`config.mk`:
```
export PLATFORM = sky130hd
export DESIGN_NAME = wbm_cfg
export DESIGN_NICKNAME = d
export VERILOG_FILES = /design/src/hw/rtl/wbm_pkg.sv /design/src/hw/rtl/wbm_cfg.sv
export SDC_FILE = /design/constraint.sdc
export NUM_CORES = 1
export LEC_CHECK = 0
export ABC_CLOCK_PERIOD_IN_PS = 800
export BUFFER_PORTS_ARGS = -buffer_cell sky130_fd_sc_hd__buf_2
export CAP_MARGIN = 20
export CORE_UTILIZATION = 26
export CTS_BUF_LIST = sky130_fd_sc_hd__clkbuf_2 sky130_fd_sc_hd__clkbuf_4 sky130_fd_sc_hd__clkbuf_8
export DETAILED_ROUTE_END_ITERATION = 12
export HOLD_SLACK_MARGIN = 0.02
export PLACE_DENSITY = 0.78
export SYNTH_ARGS = -nofsm -noshare
export SYNTH_HDL_FRONTEND = slang
export SYNTH_SLANG_ARGS = --single-unit
```
`constraint.sdc`:
```
create_clock -name clk_i -period 0.8 [get_ports clk_i]
set_input_delay 0 -clock clk_i [delete_from_list [all_inputs] [get_ports clk_i]]
set_output_delay 0 -clock clk_i [all_outputs]
set_load 0.01 [all_outputs]
```
`src/hw/rtl/wbm_pkg.sv`:
```
// ----------------------------------------------------------------------------
// wbm_pkg
// Shared types and constants of the weighted bipartite matcher.
// ----------------------------------------------------------------------------
`default_nettype none

package wbm_pkg;

  localparam int unsigned SizeW  = 5;   // width of the size register
  localparam int unsigned RowW   = 4;   // width of reported row/column codes
  localparam int unsigned PaddrW = 3;   // byte address width of the config port
  localparam int unsigned PdataW = 32;

  // Register select taken from paddr[2]
  localparam logic RegSizeInUse = 1'b0;

  typedef struct packed {
    logic [SizeW-1:0] size;     // value last written
    logic             dflt;     // no write since reset: use the full size
    logic             restart;  // one-cycle pulse on a size write
  } cfg_t;

endpackage

`default_nettype wire

```
`src/hw/rtl/wbm_cfg.sv`:
```
// ----------------------------------------------------------------------------
// wbm_cfg
// Configuration register file behind the APB-style port.
// ----------------------------------------------------------------------------
`default_nettype none

module wbm_cfg #(
  parameter int unsigned MAX_SIZE = 16
) (
  input  wire logic                         clk_i,
  input  wire logic                         rst_ni,
  input  wire logic                         psel,
  input  wire logic                         penable,
  input  wire logic                         pwrite,
  input  wire logic [wbm_pkg::PaddrW-1:0]   paddr,
  input  wire logic [wbm_pkg::PdataW-1:0]   pwdata,
  output logic      [wbm_pkg::PdataW-1:0]   prdata,
  output logic                              pready,
  output wbm_pkg::cfg_t                     cfg_o
);

  localparam logic [wbm_pkg::SizeW-1:0] DfltSize =
    (MAX_SIZE > 31) ? wbm_pkg::SizeW'(31) : wbm_pkg::SizeW'(MAX_SIZE);

  logic                       wr_size;
  logic [wbm_pkg::SizeW-1:0]  size_q;
  logic                       dflt_q;

  assign pready  = 1'b1;
  assign wr_size = psel && penable && pwrite && (paddr[2] == wbm_pkg::RegSizeInUse);

  always_ff @(posedge clk_i or negedge rst_ni) begin
    if (!rst_ni) begin
      size_q    <= '0;
      dflt_q    <= 1'b1;
    end else begin
      if (wr_size) begin
        size_q <= pwdata[wbm_pkg::SizeW-1:0];
        dflt_q <= 1'b0;
      end
    end
  end

  always_comb begin
    prdata = '0;
    if (paddr[2] == wbm_pkg::RegSizeInUse) begin
      prdata[wbm_pkg::SizeW-1:0] = dflt_q ? DfltSize : size_q;
    end
  end

  // Restart reaches the loader in the same cycle as the write.
  assign cfg_o.size    = wr_size ? pwdata[wbm_pkg::SizeW-1:0] : size_q;
  assign cfg_o.dflt    = wr_size ? 1'b0 : dflt_q;
  assign cfg_o.restart = wr_size;

endmodule

`default_nettype wire

```
Word level (Yosys, flattened, before mapping) --
Index checks and enable logic that the tools add are counted.
Word-level totals: bits in registers 6, latch bits 0, memory bits (writable) 0, memory bits (read-only) 0, input port bits 40, output and inout bits 40, word-level logic and storage cells 10, memories 0
Operators by class: add/subtract/negate cells 0, multiply operators 0, div/mod/pow operators 0, $lt $le $gt $ge 0, equality and inequality tests 0, shift-type cells 0, muxes and demuxes 4, bitwise logic cells 1, reduce and logical (&&, ||, !) cells 3
Operator list (number):
- 2-to-1 mux 5 bit | 3
- logical AND 1 bit | 3
- 2-to-1 mux 1 bit | 1
- NOT 1 bit | 1

Longest topological paths before layout --
depth after elaboration 4, gate-level depth with buffers 3, depth with buffers taken out 2

Least setup slack after synthesis --
No wires, ideal clock.
path type register to register, from register, netlist name size_q[4], to register size_q[4] (netlist bit), library setup time 0.138 ns, arrival 0.641 ns, data required time 0.662 ns, setup slack 0.021 ns, cell stages (with the launch flop) 2, path buffers 0, clock period less this slack 0.779 ns, path through dfrtp_1 mux2_2
RTL lines:
- to (signal assigned) | RTL line wbm_cfg.sv:38 | size_q <= pwdata[wbm_pkg::SizeW-1:0];
- to (decl) | RTL line wbm_cfg.sv:26 | logic [wbm_pkg::SizeW-1:0] size_q;

Worst setup path in the final report --
from register dflt_q, to output prdata[2] (netlist bit)
Between the ends: longest elaborated chain between the ends 2
Ends and longest elaborated chain:
- from (decl) | RTL line wbm_cfg.sv:27 | logic dflt_q;
- from (signal assigned) | RTL line wbm_cfg.sv:35 | dflt_q <= 1'b1;
- from (signal assigned) | RTL line wbm_cfg.sv:39 | dflt_q <= 1'b0;
- 2-to-1 mux 5 bit | RTL line wbm_cfg.sv:47 | prdata[wbm_pkg::SizeW-1:0] = dflt_q ? DfltSize : size_q;
- 2-to-1 mux 5 bit | RTL line wbm_cfg.sv:46 | if (paddr[2] == wbm_pkg::RegSizeInUse) begin
- to (decl) | RTL line wbm_cfg.sv:17 | output logic [wbm_pkg::PdataW-1:0] prdata,
Every way passes these cells.

==> reports/summary.md <==
## Status
- run status: finished, violations left
- violated checks: hold timing, setup timing

## Placement
- post-detail-place hpwl: 637 um
- cell count after placement: 97
- GP Congestion: 0.683
- post-placement setup slack: -0.0524 ns
- Port Buffers: 22

## Global route
- Global Route Usage Sum: 0.0862
- via count of the first global-routing pass: 322
- number of antenna violations at the first check in global routing: 0
- largest net degree at the start of global routing: 8
- residual overflow from global routing: 0
- global-route wire length before repair: 1250 um

## Synth
- Post-synth EDFFs: 0
- simple-gate portion of the synthesized area: 0.134
- post-synthesis compound-gate area fraction: 0
- sequential element share of the synthesized area: 0.300
- list of most frequent post-synthesis cells: buf_4, dfrtp_1, mux2_2
- Netlist Area Pre-Place: 504 um2
- Warnings, synthesis: 0
- mux contribution to synthesized area: 0.112
- area share of the largest cell type after synthesis: 0.432
- count of state elements after synthesis: 6
- most frequent cell after synthesis: buf_4
- dominant cells by area after synthesis: buf_4, dfrtp_1, mux2_2
- library cell occupying the most area in the post-synthesis netlist: buf_4
- syn_area_per_cell: 9.70 um2
- post-synthesis share of cell area spent on full adders, half adders and majority gates: 0
- share of async-settable or async-resettable flops after synthesis: 1.00
- largest family of logic cells by synthesized area: buffers and inverters
- share of the synthesized netlist area taken by xor and xnor gates: 0
- Unique masters post-synth: 10
- number of cells produced by synthesis: 52
- Most used DFF post-synth: dfrtp_1

## Drt
- number of optimization iterations in the first detailed-route pass: 1
- met1 layer wirelength in the final routing: 300 um
- routed via count: 352
- DRC violation count after routing: 0
- met3 WL post-DR: 99 um
- total wirelength of the detailed-routed design: 912 um
- post-DR wirelength/cell: 8.69 um
- number of nets with antenna violations after routing: 0
- number of DRC markers in iteration 0: 0
- top routing layer in use: met3
- mean number of vias per cell: 3.35
- Met2 Routed Length: 511 um

## STA
- post-layout minimum cycle time: 1.11 ns
- final-report max-slew violation count: 0
- RSZ-0062 raised after global routing: true
- number of setup violations in the final report: 11
- minimum setup slack in the final design: -0.306 ns
- final hold slack: -0.000312 ns
- Final Hold Vio Count: 1
- maximum frequency from static timing analysis: 905 MHz
- Clock Skews: 0 ns
- final cycle utilization of the critical path: 1.38

## Finish
- post-synthesis to final-layout area growth: 36.0%
- count of inserted antenna diode cells: 0
- post-route insts no fill: 105
- share of post-route cells with drive strength above 1: 0.525
- final net count: 121

## Pwr
- PD cells: 1910 mW/mm2
- peak supply drop: 0.00105 V
- static leakage: 0.000413 uW

## Worst setup path
- element type at the critical path start: register
- crit-path cells: nor2_4 > and2_1 > buf_2
- cell type of the slowest stage on the worst timing path: dfstp_2
- largest fanout on the critical path: 4
- family of cells with the greatest summed delay on the critical path: flip-flops
- Worst setup EP type: output pin
- CP required: 0.80 ns
- CP bufs+invs: 1
- signal arrival time at the worst endpoint: 1.11 ns
- peak per-stage delay on the critical path: 0.55 ns
- worst setup path category: reg -> out

## Floorplan
- Die Width: 46.0 um
- area of the core region: 0.00176 mm2
- standard-cell rows: 15
- effective utilization at floorplan: 0.286
- I/O pin total: 80
- DIE AREA: 0.00212 mm2
- height of the chip: 46.0 um

## Flow run
- total of max-cap violations: 0

## Hold path
- Worst Hold Class: in -> reg

## Clock tree
- Clk pin slew, worst setup/hold paths: 0.06 ns
- CTS H-tree depth: 1
- number of buffers created by CTS: 3
- Root Buffer: clkbuf_4
- number of clock sinks seen by CTS: 6
- maximum number of buffers from clock root to sink: 2
- clock tree from TritonCTS: yes
- clock latency of the later-clocked register in the worst-skew pair: 0.24 ns
- cts-stage hold buffer count: 1

[final timing paths]
kind / to / from / cells past startpoint / slack [ns]
max: prdata[2] / dflt_q / 3 / -0.31
min: size_q[3] / pwdata[3] / 2 / -0.0003
max reg2reg: dflt_q / dflt_q / 1 / 0.01
min reg2reg: size_q[2] / size_q[2] / 1 / 0.53
max in group asynchronous: dflt_q / rst_ni / 2 / 0.45
min in group asynchronous: size_q[0] / rst_ni / 2 / 0.11
[stage by stage]
stage                     total power [uW]  hold WS, ns   util  TNS (ns)  cell area (um2)
after floorplan                        692       -0.296      -         0              602
after global placement                 722       -0.175  0.302    -0.152              533
after detailed placement               727       -0.170  0.302    -0.203              533
after CTS                             1250     -0.00720  0.371     -2.85              654
after global routing                  1380    -0.000364  0.389     -3.22              686
final                                 1310    -0.000312  0.389     -2.82              686
[layout make-up]
class	instances	area [um2]
Inverter	1	3.75
Sequential cell	6	151
Multi-Input combinational cell	42	263
Timing Repair Buffer	27	206
Fill cell	167	1080
Clock buffer	4	30.0
Tap cell	25	31.3
[placed cells by master, fill, tap and decap left out, types with 2 or more instances in the layout]
master    count
conb_1       28
buf_2        13
buf_6         9
mux2_4        5
dfrtp_1       5
clkbuf_4      4
buf_4         4
and2_4        3
nor2_1        2
[logic make-up after synthesis]
| family | Yosys count |
|---|---|
| AND/OR/NAND/NOR | 9 |
| other | 2 |
| multiplexers | 5 |
| flip-flops | 6 |
| buffers and inverters | 30 |
[state kept, by name (all words and copies together) (netlist names)]
name	flops
size_q	5
dflt_q	1
[report_power, final]
group / leakage, uW / switching, uW / total, uW / internal [uW]
clock network: 0.0000184 / 133 / 357 / 224
registers: 0.0000703 / 30.5 / 391 / 360
logic: 0.000325 / 242 / 563 / 321
total: 0.000413 / 405 / 1310 / 905
[per-layer routing]
metal | track usage | vias up
met5 | 0 | -
met2 | 0.172 | 35
li1 | - | 158
met3 | 0.0198 | 0
met4 | 0.0529 | 0
met1 | 0.0743 | 159
[what timing repair did]
item                       CTS  global route
pin swaps                    0             5
hold endpoints to repair    11             4
buffers inserted             3             0
resized for setup           12             7
setup endpoints to repair   11            11
Note: power is estimated with default switching activity, not from simulation.
